==> src/rtl/cantp_pkg.sv <==
// Shared types and constants for the CAN transport receive reassembler.
package cantp_pkg;

   localparam int unsigned BufferBytesDefault = 4096;

   localparam int unsigned IdWidth     = 29;
   localparam int unsigned CsrIdxWidth = 2;
   localparam int unsigned CsrDatWidth = 29;

   // Configuration register indexes
   localparam logic [CsrIdxWidth-1:0] CsrTargetId    = 2'd0;
   localparam logic [CsrIdxWidth-1:0] CsrFcBlockSize = 2'd1;
   localparam logic [CsrIdxWidth-1:0] CsrFcSep       = 2'd2;

   localparam logic [7:0] FcSeparationReset = 8'd32;

   // Protocol control info frame types (high nibble of byte0)
   localparam logic [3:0] PciSingle      = 4'h0;
   localparam logic [3:0] PciFirst       = 4'h1;
   localparam logic [3:0] PciConsecutive = 4'h2;

   typedef enum logic [2:0] {
      StatusOtherId     = 3'd0,
      StatusUnsupported = 3'd1,
      StatusSingle      = 3'd2,
      StatusFirst       = 3'd3,
      StatusConsecutive = 3'd4,
      StatusSeqError    = 3'd5,
      StatusStray       = 3'd6
   } status_type;

   typedef struct packed {
      logic [IdWidth-1:0] target_id;
      logic [7:0]         fc_block_size;
      logic [7:0]         fc_separation;
   } cfg_type;

   typedef struct packed {
      logic [IdWidth-1:0] can_id;
      logic [3:0]         dlc;
      logic [7:0]         byte0;
      logic [7:0]         byte1;
      logic [7:0]         byte2;
      logic [7:0]         byte3;
      logic [7:0]         byte4;
      logic [7:0]         byte5;
      logic [7:0]         byte6;
      logic [7:0]         byte7;
   } item_type;

   typedef struct packed {
      status_type  status;
      logic [11:0] write_offset;
      logic [2:0]  write_count;
      logic [55:0] payload;
      logic        message_done;
      logic [12:0] message_length;
      logic        send_flow_control;
      logic [7:0]  fc_block;
      logic [7:0]  fc_gap;
   } result_type;

   typedef struct packed {
      logic [12:0] received_count;
      logic [11:0] expected_length;
      logic [3:0]  last_sequence;
      logic        sequence_known;
   } xfer_type;

endpackage

==> src/rtl/can_transport_rx_reassembler.sv <==
// Top level of the CAN transport receive reassembler: channel registers and wiring.
//
// Takes one received CAN frame per cycle while req_stall is low and returns one result
// per frame: the decoded frame type, where the payload bytes belong in the message
// buffer, message completion and any flow-control request. A frame is captured in an
// input register, decoded against the transfer state in one pass, and held in a result
// register, so a new frame can follow every cycle while the result side does not stall.
// A stall on the result side holds the result register and, in the same cycle, the input
// register, which then raises req_stall. csr_ready is always high; write the registers
// only while no frame is in flight.
module can_transport_rx_reassembler #(
   parameter int unsigned BUFFER_BYTES = cantp_pkg::BufferBytesDefault
) (
   input  logic                                clock,
   input  logic                                reset,
   input  logic                                req_valid,
   output logic                                req_stall,
   input  logic [cantp_pkg::IdWidth-1:0]       req_can_id,
   input  logic [3:0]                          req_dlc,
   input  logic [7:0]                          req_byte0,
   input  logic [7:0]                          req_byte1,
   input  logic [7:0]                          req_byte2,
   input  logic [7:0]                          req_byte3,
   input  logic [7:0]                          req_byte4,
   input  logic [7:0]                          req_byte5,
   input  logic [7:0]                          req_byte6,
   input  logic [7:0]                          req_byte7,
   output logic                                rsp_valid,
   input  logic                                rsp_stall,
   output logic [2:0]                          rsp_status,
   output logic [11:0]                         rsp_write_offset,
   output logic [2:0]                          rsp_write_count,
   output logic [55:0]                         rsp_payload,
   output logic                                rsp_message_done,
   output logic [12:0]                         rsp_message_length,
   output logic                                rsp_send_flow_control,
   output logic [7:0]                          rsp_fc_block,
   output logic [7:0]                          rsp_fc_gap,
   input  logic                                csr_valid,
   output logic                                csr_ready,
   input  logic [cantp_pkg::CsrIdxWidth-1:0]   csr_index,
   input  logic [cantp_pkg::CsrDatWidth-1:0]   csr_data
);
   import cantp_pkg::*;

   cfg_type    cfg;
   item_type   item_ff, item_in, req_item;
   logic       item_valid_ff, item_valid_in;
   result_type rsp_ff, rsp_in, core_result;
   logic       rsp_valid_ff, rsp_valid_in;
   logic       advance;
   logic       fire;
   logic       req_accept;

   assign req_item = '{can_id: req_can_id, dlc: req_dlc, byte0: req_byte0,
                       byte1: req_byte1, byte2: req_byte2, byte3: req_byte3,
                       byte4: req_byte4, byte5: req_byte5, byte6: req_byte6,
                       byte7: req_byte7};

   // result register frees up when empty or being taken
   assign advance    = !rsp_valid_ff || !rsp_stall;
   assign fire       = item_valid_ff && advance;
   assign req_stall  = item_valid_ff && !advance;
   assign req_accept = req_valid && !req_stall;

   assign item_valid_in = req_accept || req_stall;
   assign item_in       = req_accept ? req_item : item_ff;
   assign rsp_valid_in  = fire || (rsp_valid_ff && rsp_stall);
   assign rsp_in        = fire ? core_result : rsp_ff;

   always_ff @(posedge clock) begin
      if (reset) begin
         item_valid_ff <= 1'b0;
         rsp_valid_ff  <= 1'b0;
      end else begin
         item_valid_ff <= item_valid_in;
         rsp_valid_ff  <= rsp_valid_in;
      end
   end

   always_ff @(posedge clock) begin
      item_ff <= item_in;
      rsp_ff  <= rsp_in;
   end

   cantp_csr u_csr (
      .clock     (clock),
      .reset     (reset),
      .csr_valid (csr_valid),
      .csr_ready (csr_ready),
      .csr_index (csr_index),
      .csr_data  (csr_data),
      .cfg       (cfg)
   );

   cantp_core #(
      .BUFFER_BYTES (BUFFER_BYTES)
   ) u_core (
      .clock  (clock),
      .reset  (reset),
      .fire   (fire),
      .item   (item_ff),
      .cfg    (cfg),
      .result (core_result)
   );

   assign rsp_valid             = rsp_valid_ff;
   assign rsp_status            = rsp_ff.status;
   assign rsp_write_offset      = rsp_ff.write_offset;
   assign rsp_write_count       = rsp_ff.write_count;
   assign rsp_payload           = rsp_ff.payload;
   assign rsp_message_done      = rsp_ff.message_done;
   assign rsp_message_length    = rsp_ff.message_length;
   assign rsp_send_flow_control = rsp_ff.send_flow_control;
   assign rsp_fc_block          = rsp_ff.fc_block;
   assign rsp_fc_gap            = rsp_ff.fc_gap;

endmodule

==> src/rtl/cantp_csr.sv <==
// Configuration registers: target identifier and flow-control parameters.
module cantp_csr (
   input  logic                                  clock,
   input  logic                                  reset,
   input  logic                                  csr_valid,
   output logic                                  csr_ready,
   input  logic [cantp_pkg::CsrIdxWidth-1:0]     csr_index,
   input  logic [cantp_pkg::CsrDatWidth-1:0]     csr_data,
   output cantp_pkg::cfg_type                    cfg
);
   import cantp_pkg::*;

   cfg_type cfg_ff, cfg_in;

   assign csr_ready = 1'b1;
   assign cfg       = cfg_ff;

   always_comb begin
      cfg_in = cfg_ff;
      if (csr_valid && csr_ready) begin
         case (csr_index)
            CsrTargetId:    cfg_in.target_id     = csr_data[IdWidth-1:0];
            CsrFcBlockSize: cfg_in.fc_block_size = csr_data[7:0];
            CsrFcSep:       cfg_in.fc_separation = csr_data[7:0];
            default:        cfg_in = cfg_ff;
         endcase
      end
   end

   always_ff @(posedge clock) begin
      if (reset) begin
         cfg_ff.target_id     <= '0;
         cfg_ff.fc_block_size <= '0;
         cfg_ff.fc_separation <= FcSeparationReset;
      end else begin
         cfg_ff <= cfg_in;
      end
   end

endmodule

==> src/rtl/cantp_core.sv <==
// Frame decode, transfer tracking and result formation for one frame.
module cantp_core #(
   parameter int unsigned BUFFER_BYTES = cantp_pkg::BufferBytesDefault
) (
   input  logic                   clock,
   input  logic                   reset,
   input  logic                   fire,
   input  cantp_pkg::item_type    item,
   input  cantp_pkg::cfg_type     cfg,
   output cantp_pkg::result_type  result
);
   import cantp_pkg::*;

   localparam logic [12:0] BufLimit = 13'(BUFFER_BYTES);

   xfer_type xfer_ff, xfer_in, xfer_next;

   logic [3:0]  len_eff;
   logic [3:0]  frame_kind;
   logic [3:0]  low_nib;
   logic        id_hit;
   logic [11:0] first_len;
   logic [2:0]  sf_n;
   logic [2:0]  ff_raw;
   logic [2:0]  ff_n;
   logic [2:0]  cf_raw;
   logic [12:0] remaining;
   logic [2:0]  cf_n;
   logic [13:0] cf_sum;
   logic [12:0] cf_count_next;
   logic [12:0] room;
   logic [2:0]  cf_fit;
   logic        seq_ok;
   logic        from_byte2;
   logic [7:0]  data [8];
   logic [55:0] packed_bytes;

   assign len_eff    = (item.dlc > 4'd8) ? 4'd8 : item.dlc;
   assign frame_kind = item.byte0[7:4];
   assign low_nib    = item.byte0[3:0];
   assign id_hit     = (item.can_id == cfg.target_id);
   assign first_len  = {low_nib, item.byte1};

   assign sf_n   = (low_nib > 4'd7) ? 3'd7 : low_nib[2:0];
   assign ff_raw = (len_eff >= 4'd2) ? 3'(len_eff - 4'd2) : 3'd0;
   assign ff_n   = ({9'd0, ff_raw} > first_len) ? first_len[2:0] : ff_raw;

   assign cf_raw    = (len_eff >= 4'd1) ? 3'(len_eff - 4'd1) : 3'd0;
   assign remaining = ({1'b0, xfer_ff.expected_length} > xfer_ff.received_count) ?
                      ({1'b0, xfer_ff.expected_length} - xfer_ff.received_count) : 13'd0;
   assign cf_n      = ({10'd0, cf_raw} > remaining) ? remaining[2:0] : cf_raw;
   assign cf_sum    = {1'b0, xfer_ff.received_count} + 14'(cf_n);
   // saturate the running count
   assign cf_count_next = (cf_sum > 14'd8191) ? 13'h1FFF : cf_sum[12:0];

   // truncate writes at the buffer end
   assign room   = BufLimit - xfer_ff.received_count;
   assign cf_fit = (xfer_ff.received_count >= BufLimit) ? 3'd0 :
                   (({10'd0, cf_n} > room) ? room[2:0] : cf_n);

   assign seq_ok = !xfer_ff.sequence_known ||
                   (low_nib == 4'(xfer_ff.last_sequence + 4'd1));

   assign data[0] = item.byte1;
   assign data[1] = item.byte2;
   assign data[2] = item.byte3;
   assign data[3] = item.byte4;
   assign data[4] = item.byte5;
   assign data[5] = item.byte6;
   assign data[6] = item.byte7;
   assign data[7] = 8'd0;

   always_comb begin
      xfer_next  = xfer_ff;
      result     = '0;
      from_byte2 = 1'b0;
      if (id_hit) begin
         case (frame_kind)
            PciSingle: begin
               xfer_next             = '0;
               result.status         = StatusSingle;
               result.write_count    = sf_n;
               result.message_done   = 1'b1;
               result.message_length = {10'd0, sf_n};
            end
            PciFirst: begin
               xfer_next                 = '0;
               xfer_next.expected_length = first_len;
               xfer_next.received_count  = {10'd0, ff_n};
               from_byte2                = 1'b1;
               result.status             = StatusFirst;
               result.write_count        = ff_n;
               result.send_flow_control  = 1'b1;
               result.fc_block           = cfg.fc_block_size;
               result.fc_gap             = cfg.fc_separation;
               if ((first_len != 12'd0) && ({9'd0, ff_n} >= first_len)) begin
                  result.message_done   = 1'b1;
                  result.message_length = {10'd0, ff_n};
                  xfer_next             = '0;
               end
            end
            PciConsecutive: begin
               if (xfer_ff.expected_length == 12'd0) begin
                  result.status = StatusStray;
               end else if (!seq_ok) begin
                  result.status = StatusSeqError;
                  xfer_next     = '0;
               end else begin
                  xfer_next.last_sequence  = low_nib;
                  xfer_next.sequence_known = 1'b1;
                  xfer_next.received_count = cf_count_next;
                  result.status            = StatusConsecutive;
                  result.write_count       = cf_fit;
                  result.write_offset      = (xfer_ff.received_count >= BufLimit) ?
                                             12'd0 : xfer_ff.received_count[11:0];
                  if (cf_count_next >= {1'b0, xfer_ff.expected_length}) begin
                     result.message_done   = 1'b1;
                     result.message_length = cf_count_next;
                     xfer_next             = '0;
                  end
               end
            end
            default: begin
               result.status = StatusUnsupported;
            end
         endcase
      end
      // pack delivered bytes, zero the unused lanes
      for (int i = 0; i < 7; i++) begin
         if (3'(i) < result.write_count) begin
            if (from_byte2) begin
               packed_bytes[8*i +: 8] = data[i+1];
            end else begin
               packed_bytes[8*i +: 8] = data[i];
            end
         end else begin
            packed_bytes[8*i +: 8] = 8'd0;
         end
      end
      result.payload = packed_bytes;
   end

   assign xfer_in = fire ? xfer_next : xfer_ff;

   always_ff @(posedge clock) begin
      if (reset) begin
         xfer_ff <= '0;
      end else begin
         xfer_ff <= xfer_in;
      end
   end

   a_count_bounded: assert property (@(posedge clock) disable iff (reset)
      xfer_ff.received_count <= {1'b0, xfer_ff.expected_length})
      else $error("received count beyond announced length");

   a_seq_needs_xfer: assert property (@(posedge clock) disable iff (reset)
      xfer_ff.sequence_known |-> (xfer_ff.expected_length != 12'd0))
      else $error("sequence tracked with no transfer open");

   a_done_closes: assert property (@(posedge clock) disable iff (reset)
      (fire && result.message_done) |=> (xfer_ff.expected_length == 12'd0))
      else $error("transfer still open after completion");

   a_done_kind: assert property (@(posedge clock) disable iff (reset)
      result.message_done |-> (result.status == StatusSingle ||
                               result.status == StatusFirst ||
                               result.status == StatusConsecutive))
      else $error("completion flagged on a non-data frame");

endmodule

==> config.mk <==
export PLATFORM = sky130hd
export DESIGN_NAME = can_transport_rx_reassembler
export DESIGN_NICKNAME = d
export VERILOG_FILES = /design/src/rtl/cantp_pkg.sv /design/src/rtl/can_transport_rx_reassembler.sv /design/src/rtl/cantp_csr.sv /design/src/rtl/cantp_core.sv
export SDC_FILE = /design/constraint.sdc
export NUM_CORES = 1
export LEC_CHECK = 0
export BUFFER_PORTS_ARGS = -buffer_cell sky130_fd_sc_hd__clkbuf_2
export CORE_ASPECT_RATIO = 0.7
export CORE_MARGIN = 2
export CORE_UTILIZATION = 40
export DETAILED_ROUTE_END_ITERATION = 8
export SLEW_MARGIN = 10
export SYNTH_ARGS = -nofsm -noshare
export SYNTH_HDL_FRONTEND = slang
export SYNTH_SLANG_ARGS = --single-unit
==> constraint.sdc <==
create_clock -name clock -period 10.6 [get_ports clock]
set_input_delay 0 -clock clock [delete_from_list [all_inputs] [get_ports clock]]
set_output_delay 0 -clock clock [all_outputs]
set_load 0.01 [all_outputs]
# Yosys cells after proc, flatten, opt, wreduce, memory -nomap -nowiden
# Cells that the tools add are included.
# totals
reg_bits	279
inputBits	133
wordCells	134
# op_classes
add_sub_neg	6
order_cmp	19
n_eq_ne	8
mux	36
bitwise	4
reduce_logical	27
# op_table
op	count
$mux W30	3
$pmux W30 S3	1
$mux W14	4
$mux W8	6
$pmux W14 S3	1
$mux W3	11
$eq A29 B29 Y1	1
$gt A3 B13 Y1	2
$mux W13	2
$mux W20	1
$pmux W3 S3	2
$mux W17	1
$add A13 B3 Y14	1
$gt A14 B13 Y1 const B	1
$ge A13 B12 Y1	1
$ge A13 B13 Y1 const B	1
$gt A12 B13 Y1	1
$sub A12 B13 Y13	1
$sub A13 B13 Y13 const A	1
$ge A3 B12 Y1	1
$gt A3 B12 Y1	1
$logic_not A12 Y1	1
$reduce_bool A12 Y1	1
$lt A3 B3 Y1 const A	3
other kinds (30)	51

# Logic depth before layout (Yosys ltp)
# Gate-level depths: netlist (run 1).
# depth
depth_word	16
depth_mapped	37
mapped_depth_nobuf	33

# By module
# From an unflattened synthesis (run 1), not the netlist that was laid out.
# hier_totals
hier_cells	1165
hier_area_um2	13106.3
# modules_own_cells
mod	instances	cells_per_inst	area_each_um2	seq_area_each_um2
can_transport_rx_reassembler	1	212	6152.2	6105.9
cantp_core	1	770	5019.8	600.6
cantp_csr	1	183	1934.4	900.9

# Worst setup path after synthesis (run 1)
# No wires, ideal clock.
# synth_timing
path_kind	reg2reg
startpoint	register rsp_valid_ff, in the netlist rsp_valid
endpoint	register u_core.xfer_ff[10] (netlist name)
setup_ns	0.132
t_arrival_ns	9.516
path_slack_ns	0.952
path_stages_with_launch	8
period_less_slack_ns	9.648
cell_sequence	dfxtp_1 -> a21boi_0 -> nand2_1 -> or2_2 -> clkbuf_1 -> clkbuf_1 -> o21ai_0 -> a21oi_1
# synth_via
elab_chain_len	4
# synth_rtl
element	line_no	source
start, declared	can_transport_rx_reassembler.sv:50	logic rsp_valid_ff, rsp_valid_in;
start signal, assigned	can_transport_rx_reassembler.sv:77	rsp_valid_ff <= rsp_valid_in;
$logic_not A1 Y1	can_transport_rx_reassembler.sv:61	assign advance = !rsp_valid_ff || !rsp_stall;
$logic_or A1 B1 Y1	can_transport_rx_reassembler.sv:61	
$logic_and A1 B1 Y1	can_transport_rx_reassembler.sv:62	assign fire = item_valid_ff && advance;
named net fire	can_transport_rx_reassembler.sv:52	logic fire;
$reduce_and A5 Y1 (no line)	-	
end signal, assigned	cantp_core.sv:149	xfer_ff <= xfer_in;
end, declared	cantp_core.sv:16	xfer_type xfer_ff, xfer_in, xfer_next;
# The timed path passes the listed nets, and every way through them passes these cells.
# A chain may end at the register's enable or synchronous reset.

# Worst setup path in the final report (run 1)
# layout_timing
startpoint	register u_core.xfer_ff[25] (netlist name)
endpoint	register u_core.xfer_ff[7] (netlist name)
# layout_via
elab_chain_len	10
# layout_rtl
element	line_no	source
$sub A12 B13 Y13 / $gt A12 B13 Y1 (equally long branches)	cantp_core.sv:50, cantp_core.sv:49	
$mux W13	cantp_core.sv:49	assign remaining = ({1'b0, xfer_ff.expected_length} > xfer_ff.received_count) ?
$gt A3 B13 Y1	cantp_core.sv:51	assign cf_n = ({10'd0, cf_raw} > remaining) ? remaining[2:0] : cf_raw;
$mux W3	cantp_core.sv:51	
$add A13 B3 Y14 (*)	cantp_core.sv:52	assign cf_sum = {1'b0, xfer_ff.received_count} + 14'(cf_n);
$gt A14 B13 Y1	cantp_core.sv:54	assign cf_count_next = (cf_sum > 14'd8191) ? 13'h1FFF : cf_sum[12:0];
$mux W13 (*)	cantp_core.sv:54	
$ge A13 B12 Y1 (*)	cantp_core.sv:116	if (cf_count_next >= {1'b0, xfer_ff.expected_length}) begin
$ne A3 B3 Y1 (no line) (*)	-	
$reduce_and A5 Y1 (no line) (*)	-	
# Mark *: on every way between the ends. The rest lies on a longest branch, timed or not.

==> metrics, run 1 <==
GR Layer Usage met3=0.0442; Yosys top cell area share=0.470; setup TNS=0 ns; first-pass GRT wire length=56800 microns; Period Utilization, post-route=0.892; Hold Crit Class=input port to flop; total CTS buffers=29; setup slack after layout=1.15 ns; area growth from synthesis to layout=30.1%; CP startpoint=u_core.xfer_ff[25]$_SDFFE_PP0P_; Worst EP required=11.03 ns; Tot GR Track Use=0.214; Commonest cells post-synth=edfxtp_1, nand2_1, a21oi_1; Avg Cell Area, Syn=11.0 sq um; largest net degree at the start of global routing=79; sequential area share after synthesis=0.590; worst-margin pin slew=1.17 ns; Critical Path Source Type=flop; peak supply drop=0.000105 V; skew final=0.0158 ns; die area=0.0337 sq mm; cell mode on critical path=a21o_1; Post-Layout Inst Area=0.0168 sq mm; Synth Instances=1168; Total Wirelength=37100 microns; slowest stage delay, CP=0.95 ns; Post-synth EDFFs=202; yosys warns=0; Placement Setup Slack=1.24 ns; Lkg Pwr=6.72 nW; Chip Width=219 microns; Clock Path Buffers=3; share of cells above drive strength 1=0.219; crit end category=flop; Via density=5.29; GR Util met1=0.306; vias in the first global route=10.2k; GRT Max-Usage Layer=met2; initial antenna violation count=1; Post-DRT Antenna Nets=0; Setup CP Type=flop to flop; reg-to-reg startpoint=u_core.xfer_ff[25]$_SDFFE_PP0P_; DRC=0; crit-path max FO=27; post-layout net count=1703; final count of pins violating max slew=0; Slowest-stage cell, CP=o311a_1; Post-Syn Nets=1347; FP Rows=54; Synth area leaders=edfxtp_1, dfxtp_1, nand2_1; P per Cell Area=146 mW/mm^2; RSZ-0062 raised after global routing=no; TritonRoute pass-1 iters=5; Iter 0 DRT Violations=722; Starting Density=0.410; cell taking the most area after synthesis=edfxtp_1; headroom to the max-slew limit=0.205; DR vias=10.4k; cell with the most instances after synthesis=edfxtp_1; outcome=finished clean; post-synthesis cell type count=78; clk_lat worst skew=0.56 ns; Final Core Density=0.533; fmax=106 MHz; non-filler instance count after layout=1966; Port Buffers=239; placed inst area=0.0145 sq mm; # fillers=2792; HPWL after detailed placement=25300 microns; crit path time final=9.45 ns; root buffer cell=clkbuf_16; Die Height=154 microns; min-delay src=csr_index[0]; PostCTS Resize Cnt=0; CTS clk-pin slew, worst paths=0.07 ns; Synth async-reset ratio=0; met2 usage=0.335; I/O pin count=241; WP data arrival=9.88 ns; clock tree sinks=279; Final Hold Fails=0; CTS HTree Levels=1; Setup violations, final=0; CTS tree=done; WL/cell=18.9 microns; mapped cell area=0.0129 sq mm; total grt overflow=0; placeable core region=0.0315 sq mm; Final Wtd Congestion=0.861; max-cap viol count=0; placed instance count=1783; Yosys reg bits=279; Primary FF master, synth=edfxtp_1
[worst max-delay path, delay by kind of cell, from the launching register on]
family,cells,cell delay (ns)
adder cells (fa/ha/maj),4,1.18
buffers and inverters,3,0.47
AND/OR/NAND/NOR,8,1.49
flip-flops,1,0.48
AO/OA/AOI/OAI,18,5.54
multiplexers,1,0.18
[state kept, by name (all words and copies together) (netlist names)]
name / cells
rsp_fc_gap: 8
u_csr.cfg: 45
rsp_fc_block: 8
rsp_message_done: 1
rsp_payload: 56
u_core.xfer_ff: 30
rsp_status: 3
item_valid_ff: 1
item_ff: 97
rsp_send_flow_control: 1
rsp_write_count: 3
rsp_valid: 1
rsp_message_length: 13
rsp_write_offset: 12
[cells by family (layout without fill, tap and decap cells)]
logic type      count (synthesis)  count (layout)  share of synthesized area
fa+ha+maj                      46              46                     0.0458
xor+xnor                       51              51                     0.0346
buf+inv                       103             480                     0.0303
simple gates                  437             437                      0.168
compound gates                229             229                      0.114
mux                            22              22                     0.0175
other cells                     1               2                   0.000291
flops                         279             279                      0.590
[metrics by stage]
stage | hold WS [ns] | total power, mW
2_1_floorplan | 0.0989 | 1.34
3_3_place_gp | 0.177 | 1.40
3_5_place_dp | 0.179 | 1.40
4_1_cts | 0.0242 | 2.48
5_1_grt | 0.0931 | 2.54
6_report | 0.0830 | 2.46
[timing repair]
| action | CTS | global route |
|---|---|---|
| endpoints found under the hold margin | 144 | 0 |
| setup buffers | 0 | 0 |
| endpoints found under the setup margin | 0 | 0 |
| hold buffers | 130 | 0 |
[layout by cell type, fill, tap and decap left out, drive strengths merged, types with 7 or more instances in the layout]
master / n
a21o: 11
nand3: 37
clkinv: 10
and3: 7
buf: 11
nor2: 76
xor2: 16
ha: 44
xnor2: 35
clkbuf: 275
and4: 8
a21oi: 121
nor4: 26
inv: 50
mux2i: 18
dlygate4sd3: 130
nor2b: 8
nand4: 21
or2: 7
and2: 21
nand2b: 14
a2111oi: 7
nor3: 22
edfxtp: 202
dfxtp: 77
nand2: 174
a31oi: 8
o21ai: 30
[final timing paths]
kind	slack, ns	end	cells after the start
setup reg to reg	1.15	u_core.xfer_ff[7]$_SDFFE_PP0P_	34
hold reg to reg	0.46	u_csr.cfg[5]$_SDFFE_PP1P_	1
hold / removal	0.08	u_csr.cfg[17]$_SDFFE_PP0P_	5
setup / recovery	1.15	u_core.xfer_ff[7]$_SDFFE_PP0P_	34
[per-layer routing]
metal,wire length [microns],vias up
met1,17000,5033
met2,16700,357
met3,2610,56
met4,800,0
li1,-,4947
met5,0,-
[layout make-up]
type	instances	area (sq um)	share of cell area
inverters	48	180	0.0107
multi-input cells	786	4930	0.294
diodes	1	2.50	0.000149
flip-flops and latches	279	7610	0.453
repair buffers	380	2580	0.154
well taps	420	526	0.0313
clock inverters	16	164	0.00977
clock buffers	36	793	0.0473
[power breakdown]
group | total, mW | switching (mW) | internal (mW)
Combinational | 0.185 | 0.0970 | 0.0881
Clock | 1.04 | 0.434 | 0.603
Sequential | 1.23 | 0.0222 | 1.21
Total | 2.46 | 0.554 | 1.90
Power figures use the tool's default switching activity.
==> inputs of run 2 (changes only) <==
--- a/config.mk
+++ b/config.mk
@@ -9,8 +9,10 @@
 export CORE_ASPECT_RATIO = 0.7
 export CORE_MARGIN = 2
 export CORE_UTILIZATION = 40
+export CTS_BUF_LIST = sky130_fd_sc_hd__clkbuf_4
 export DETAILED_ROUTE_END_ITERATION = 8
-export SLEW_MARGIN = 10
+export GPL_ROUTABILITY_DRIVEN = 0
+export SLEW_MARGIN = 0
 export SYNTH_ARGS = -nofsm -noshare
 export SYNTH_HDL_FRONTEND = slang
 export SYNTH_SLANG_ARGS = --single-unit
==> run 2 against run 1 <==
Clock-buffer cell count is 84 higher. Clock skew is 0.052 ns higher. Critical path depth stayed put. Fmax is 1.3% higher. Sequential cell count stayed put. Sequential power hardly changed. Sequential share of layout area is 4.3 points lower. Setup slack better by 0.12 ns. Via count is 11% higher. Final area is 10% higher. Register-to-register slack better by 0.12 ns. First-iteration DRC count is 52% higher. Critical path type unchanged. Largest power group unchanged.
==> metrics, run 2 (synthesis results as in run 1) <==
outcome=finished clean; Largest Register=item_ff; CTS tree=done; slowest stage delay, CP=0.94 ns; I/O pin count=241; crit end category=flop; total grt overflow=0; DRC=0; placeable core region=0.0315 sq mm; most frequent cells in the layout=dlygate4sd3_1, clkbuf_2, edfxtp_1, nand2_1, a21oi_1; Slowest-stage cell, CP=o311a_1; Die Height=154 microns; CTS HTree Levels=3; die area=0.0337 sq mm; DR vias=11.5k; WL/cell=19.1 microns; TritonRoute pass-1 iters=5; clock tree sinks=279; Setup CP Type=flop to flop; Iter 0 DRT Violations=1094; first-pass GRT wire length=65600 microns; largest net degree at the start of global routing=79; peak supply drop=0.0000914 V; Period Utilization, post-route=0.880; max reg flops=97; Post-DRT Antenna Nets=0; PostCTS Resize Cnt=0; Clock Path Buffers=3; max-cap viol count=0; WP data arrival=9.91 ns; total power=2.51 mW; crit-path max FO=27; Worst path depth=34; area growth from synthesis to layout=43.6%; CP startpoint=u_core.xfer_ff[18]$_SDFFE_PP0P_; Critical R2R Capture=u_core.xfer_ff[5]$_SDFFE_PP0P_; clk_lat worst skew=0.76 ns; worst-margin pin slew=1.25 ns; RSZ-0062 raised after global routing=no; total CTS buffers=74; reg2reg path depth=34; critical path's top delay family=compound AO/OA/AOI/OAI gates; commonest non-fill, non-tap cell in the layout=dlygate4sd3_1; FP Rows=54; Starting Density=0.410; Via density=5.19; HPWL after detailed placement=24500 microns; placed inst area=0.0145 sq mm; crit path time final=9.33 ns; Reg2Reg Setup Slack=1.27 ns; Final Hold Fails=0; Port Buffers=239; min-delay src=csr_data[4]; Chip Width=219 microns; share of cells above drive strength 1=0.231; reg-to-reg startpoint=u_core.xfer_ff[18]$_SDFFE_PP0P_; post-layout net count=1917; final count of pins violating max slew=0; initial antenna violation count=4; vias in the first global route=11.9k; P per Cell Area=135 mW/mm^2; Worst EP required=11.18 ns; CP Capture Point=u_core.xfer_ff[5]$_SDFFE_PP0P_; Lkg Pwr=7.54 nW; root buffer cell=clkbuf_4; cell mode on critical path=a21o_1; headroom to the max-slew limit=0.163; Worst Path Buf+Inv=3; skew final=0.0679 ns; fmax=107 MHz; Total Wirelength=42300 microns; Tot GR Track Use=0.252; setup TNS=0 ns; Setup violations, final=0; CTS clk-pin slew, worst paths=0.07 ns; Critical Path Source Type=flop; setup repair bufs after CTS=0; Hold Crit Class=input port to flop; Post-Layout Inst Area=0.0185 sq mm
[run 2: cell count changes in the layout (fill, tap and decap cells not counted), moves of 2 or more]
cell / previous run / this run
clkbuf_4: 0 / 120
clkinv_1: 1 / 7
clkbuf_16: 30 / 0
dlygate4sd3_1: 130 / 300
inv_6: 2 / 0
clkinv_2: 9 / 0
clkbuf_1: 4 / 0
diode_2: 1 / 5
clkbuf_8: 2 / 0
[run 2: layout make-up]
class,count,area [sq um]
well taps,420,526
repair buffers,549,4270
diodes,5,12.5
flip-flops and latches,279,7610
clock inverters,11,97.6
inverters,48,180
multi-input cells,786,4930
fillers,2582,13000
clock buffers,120,901
[run 2: through the flow]
stage               instances   util  setup slack [ns]  hold WS (ns)
floorplan                1168      -             0.952        0.0989
global placement         1782  0.461              1.82         0.177
detailed placement       1782  0.461              1.43         0.179
CTS                      2213  0.588              1.35        0.0300
global route             2216  0.588             0.480         0.113
finish                   2218  0.588              1.27         0.138
[run 2: worst min path at each step]
stage          cells past startpoint                         to  slack (ns)
2_1_floorplan                      0       item_ff[0]$_DFFE_PP_         0.1
3_3_place_gp                       1      item_ff[69]$_DFFE_PP_        0.18
3_5_place_dp                       1      item_ff[86]$_DFFE_PP_        0.18
4_1_cts                            4  u_csr.cfg[9]$_SDFFE_PP0P_        0.03
5_1_grt                            4  u_csr.cfg[3]$_SDFFE_PP0P_        0.11
6_report                           4  u_csr.cfg[4]$_SDFFE_PP0P_        0.14
[run 2: timing repair]
| item | 4_1_cts | 5_1_grt |
|---|---|---|
| setup endpoints to repair | 0 | 0 |
| hold buffers | 300 | 0 |
| hold endpoints to repair | 246 | 0 |
[run 2: per-layer routing]
layer | wire (microns) | vias up | GRT usage | part of all wire
met1 | 18000 | 5453 | 0.321 | 0.42
met2 | 20100 | 509 | 0.416 | 0.48
met3 | 2900 | 113 | 0.0562 | 0.068
li1 | - | 5427 | - | -
met5 | 0 | - | 0 | 0
met4 | 1360 | 0 | 0.103 | 0.032
[run 2: worst register-to-register path, delay by kind of cell, from the launching register on]
kind	cells	cell delay, ns
buffers and inverters	3	0.44
flip-flops	1	0.50
AO/OA/AOI/OAI	17	5.03
AND/OR/NAND/NOR	9	1.81
multiplexers	1	0.18
adder cells (fa/ha/maj)	4	1.24
[run 2: where the power goes]
group | total [mW] | internal (mW) | switching, mW
clock network | 1.04 | 0.558 | 0.481
registers | 1.24 | 1.21 | 0.0240
logic | 0.233 | 0.124 | 0.110
total | 2.51 | 1.89 | 0.615
==> inputs of run 3 (changes only) <==
--- a/config.mk
+++ b/config.mk
@@ -8,10 +8,10 @@
 export BUFFER_PORTS_ARGS = -buffer_cell sky130_fd_sc_hd__clkbuf_2
 export CORE_ASPECT_RATIO = 0.7
 export CORE_MARGIN = 2
-export CORE_UTILIZATION = 40
+export CORE_UTILIZATION = 55
 export CTS_BUF_LIST = sky130_fd_sc_hd__clkbuf_4
 export DETAILED_ROUTE_END_ITERATION = 8
-export GPL_ROUTABILITY_DRIVEN = 0
+export PLACE_DENSITY = 0.79
 export SLEW_MARGIN = 0
 export SYNTH_ARGS = -nofsm -noshare
 export SYNTH_HDL_FRONTEND = slang
==> run 3 against run 2 <==
Wire length rose by 4.7%. Clock-buffer cell count shrank 17. Power down 1.9%. Core utilization is 19 points higher. First-iteration DRC count increased by 32%. Largest cell class unchanged. Sequential power about the same. Via count increased by 4.3%.
==> metrics, run 3 (synthesis results as in run 1) <==
reg2reg path depth=34; first-pass GRT wire length=67500 microns; WHS Path Cells=2; Reg2Reg Setup Slack=1.14 ns; reg-to-reg startpoint=u_core.xfer_ff[18]$_SDFFE_PP0P_; worst-margin pin slew=1.12 ns; final count of pins violating max slew=0; die area=0.0247 sq mm; outcome=finished clean; crit end category=flop; root buffer cell=clkbuf_4; setup repair bufs after CTS=0; fmax=106 MHz; FP Rows=46; most frequent cells in the layout=dlygate4sd3_1, clkbuf_2, edfxtp_1, nand2_1, a21oi_1; crit path time final=9.46 ns; max reg flops=97; RSZ-0062 raised after global routing=no; TritonRoute pass-1 iters=6; DR vias=12.0k; placed instance count=1674; Critical R2R Capture=u_core.xfer_ff[5]$_SDFFE_PP0P_; Final Wtd Congestion=0.907; setup TNS=0 ns; Chip Width=187 microns; Die Height=132 microns; initial antenna violation count=5; non-filler instance count after layout=2037; clock tree sinks=279; Port Buffers=239; min-delay src=req_can_id[11]; Worst EP required=11.20 ns; vias in the first global route=12.0k; share of cells above drive strength 1=0.234; HPWL after detailed placement=24200 microns; CTS HTree Levels=3; crit-path max FO=27; area growth from synthesis to layout=37.3%; total grt overflow=0; Via density=5.89; Final Core Density=0.775; Total Wirelength=44300 microns; peak supply drop=0.000112 V; P per Cell Area=139 mW/mm^2; Iter 0 DRT Violations=1443; slowest stage delay, CP=0.94 ns; post-layout net count=1853; headroom to the max-slew limit=0.243; cell mode on critical path=a21o_1; total power=2.46 mW; Period Utilization, post-route=0.893; Hold Path End=item_ff[79]$_DFFE_PP_; CTS clk-pin slew, worst paths=0.12 ns; largest net degree at the start of global routing=79; total CTS buffers=69; skew final=0.0714 ns; Placement Setup Slack=1.35 ns; setup slack after layout=1.14 ns; hold slack=0.0169 ns; commonest non-fill, non-tap cell in the layout=dlygate4sd3_1; Tot GR Track Use=0.357; PostCTS Resize Cnt=0; max-cap viol count=0; Hold-fix buffers, CTS=239; Post-DRT Antenna Nets=0; Critical Path Source Type=flop; Lkg Pwr=7.24 nW; Hold Crit Class=input port to flop; Final Hold Fails=0; DRC=0; WL/cell=21.8 microns; Starting Density=0.565; placeable core region=0.0228 sq mm; clk_lat worst skew=0.76 ns; CTS tree=done; Largest Register=item_ff; Setup CP Type=flop to flop; placed inst area=0.0144 sq mm; Clock Path Buffers=3; Slowest-stage cell, CP=o311a_1; I/O pin count=241; Setup violations, final=0; WP data arrival=10.06 ns; Post-Layout Inst Area=0.0177 sq mm
run 3: changes by cell type in the layout (fill, tap and decap cells not counted):
| cell | previous run | this run |
|---|---|---|
| dlygate4sd3_1 | 300 | 241 |
| clkbuf_4 | 120 | 103 |
| inv_2 | 4 | 6 |
| bufinv_16 | 2 | 3 |
| clkinv_2 | 0 | 1 |
| clkinv_4 | 0 | 1 |
| clkinvlp_4 | 1 | 0 |
| diode_2 | 5 | 4 |
run 3: worst max-delay path by stage:
| stage | cells after the start | slack, ns | start | end |
|---|---|---|---|---|
| after detailed placement | 34 | 1.35 | u_core.xfer_ff[18]$_SDFFE_PP0P_ | u_core.xfer_ff[5]$_SDFFE_PP0P_ |
| after floorplan | 7 | 0.95 | rsp_valid$_SDFF_PP0_ | u_core.xfer_ff[10]$_SDFFE_PP0P_ |
| final | 34 | 1.14 | u_core.xfer_ff[18]$_SDFFE_PP0P_ | u_core.xfer_ff[5]$_SDFFE_PP0P_ |
| after global routing | 34 | 0.25 | u_core.xfer_ff[18]$_SDFFE_PP0P_ | u_core.xfer_ff[6]$_SDFFE_PP0P_ |
| after CTS | 34 | 1.33 | u_core.xfer_ff[18]$_SDFFE_PP0P_ | u_core.xfer_ff[5]$_SDFFE_PP0P_ |
| after global placement | 34 | 1.73 | u_core.xfer_ff[18]$_SDFFE_PP0P_ | u_core.xfer_ff[5]$_SDFFE_PP0P_ |
run 3: metal layers:
layer  vias up  global-route usage  routed length [microns]
met5         -                   0                       11
met4         2               0.169                     1940
met1      5715               0.451                    17100
li1       5288                   -                        -
met3       143               0.106                     4870
met2       844               0.567                    20400
run 3: critical path, delay by kind of cell (launching register included):
kind | cells | cell delay (ns)
AO/OA/AOI/OAI | 16 | 5.20
adder cells (fa/ha/maj) | 4 | 1.16
buffers and inverters | 3 | 0.46
flip-flops | 1 | 0.51
multiplexers | 1 | 0.18
AND/OR/NAND/NOR | 10 | 1.82
run 3: layout make-up:
type / count / area, sq um
flip-flops and latches: 279 / 7610
well taps: 312 / 390
multi-input cells: 786 / 4930
clock inverters: 15 / 141
repair buffers: 490 / 3680
diodes: 4 / 10.0
inverters: 48 / 180
fillers: 1363 / 5130
clock buffers: 103 / 773
run 3: power by group:
group | switching (mW) | total (mW) | internal [mW]
clock | 0.483 | 1.00 | 0.517
sequential | 0.0267 | 1.24 | 1.21
combinational | 0.112 | 0.223 | 0.111
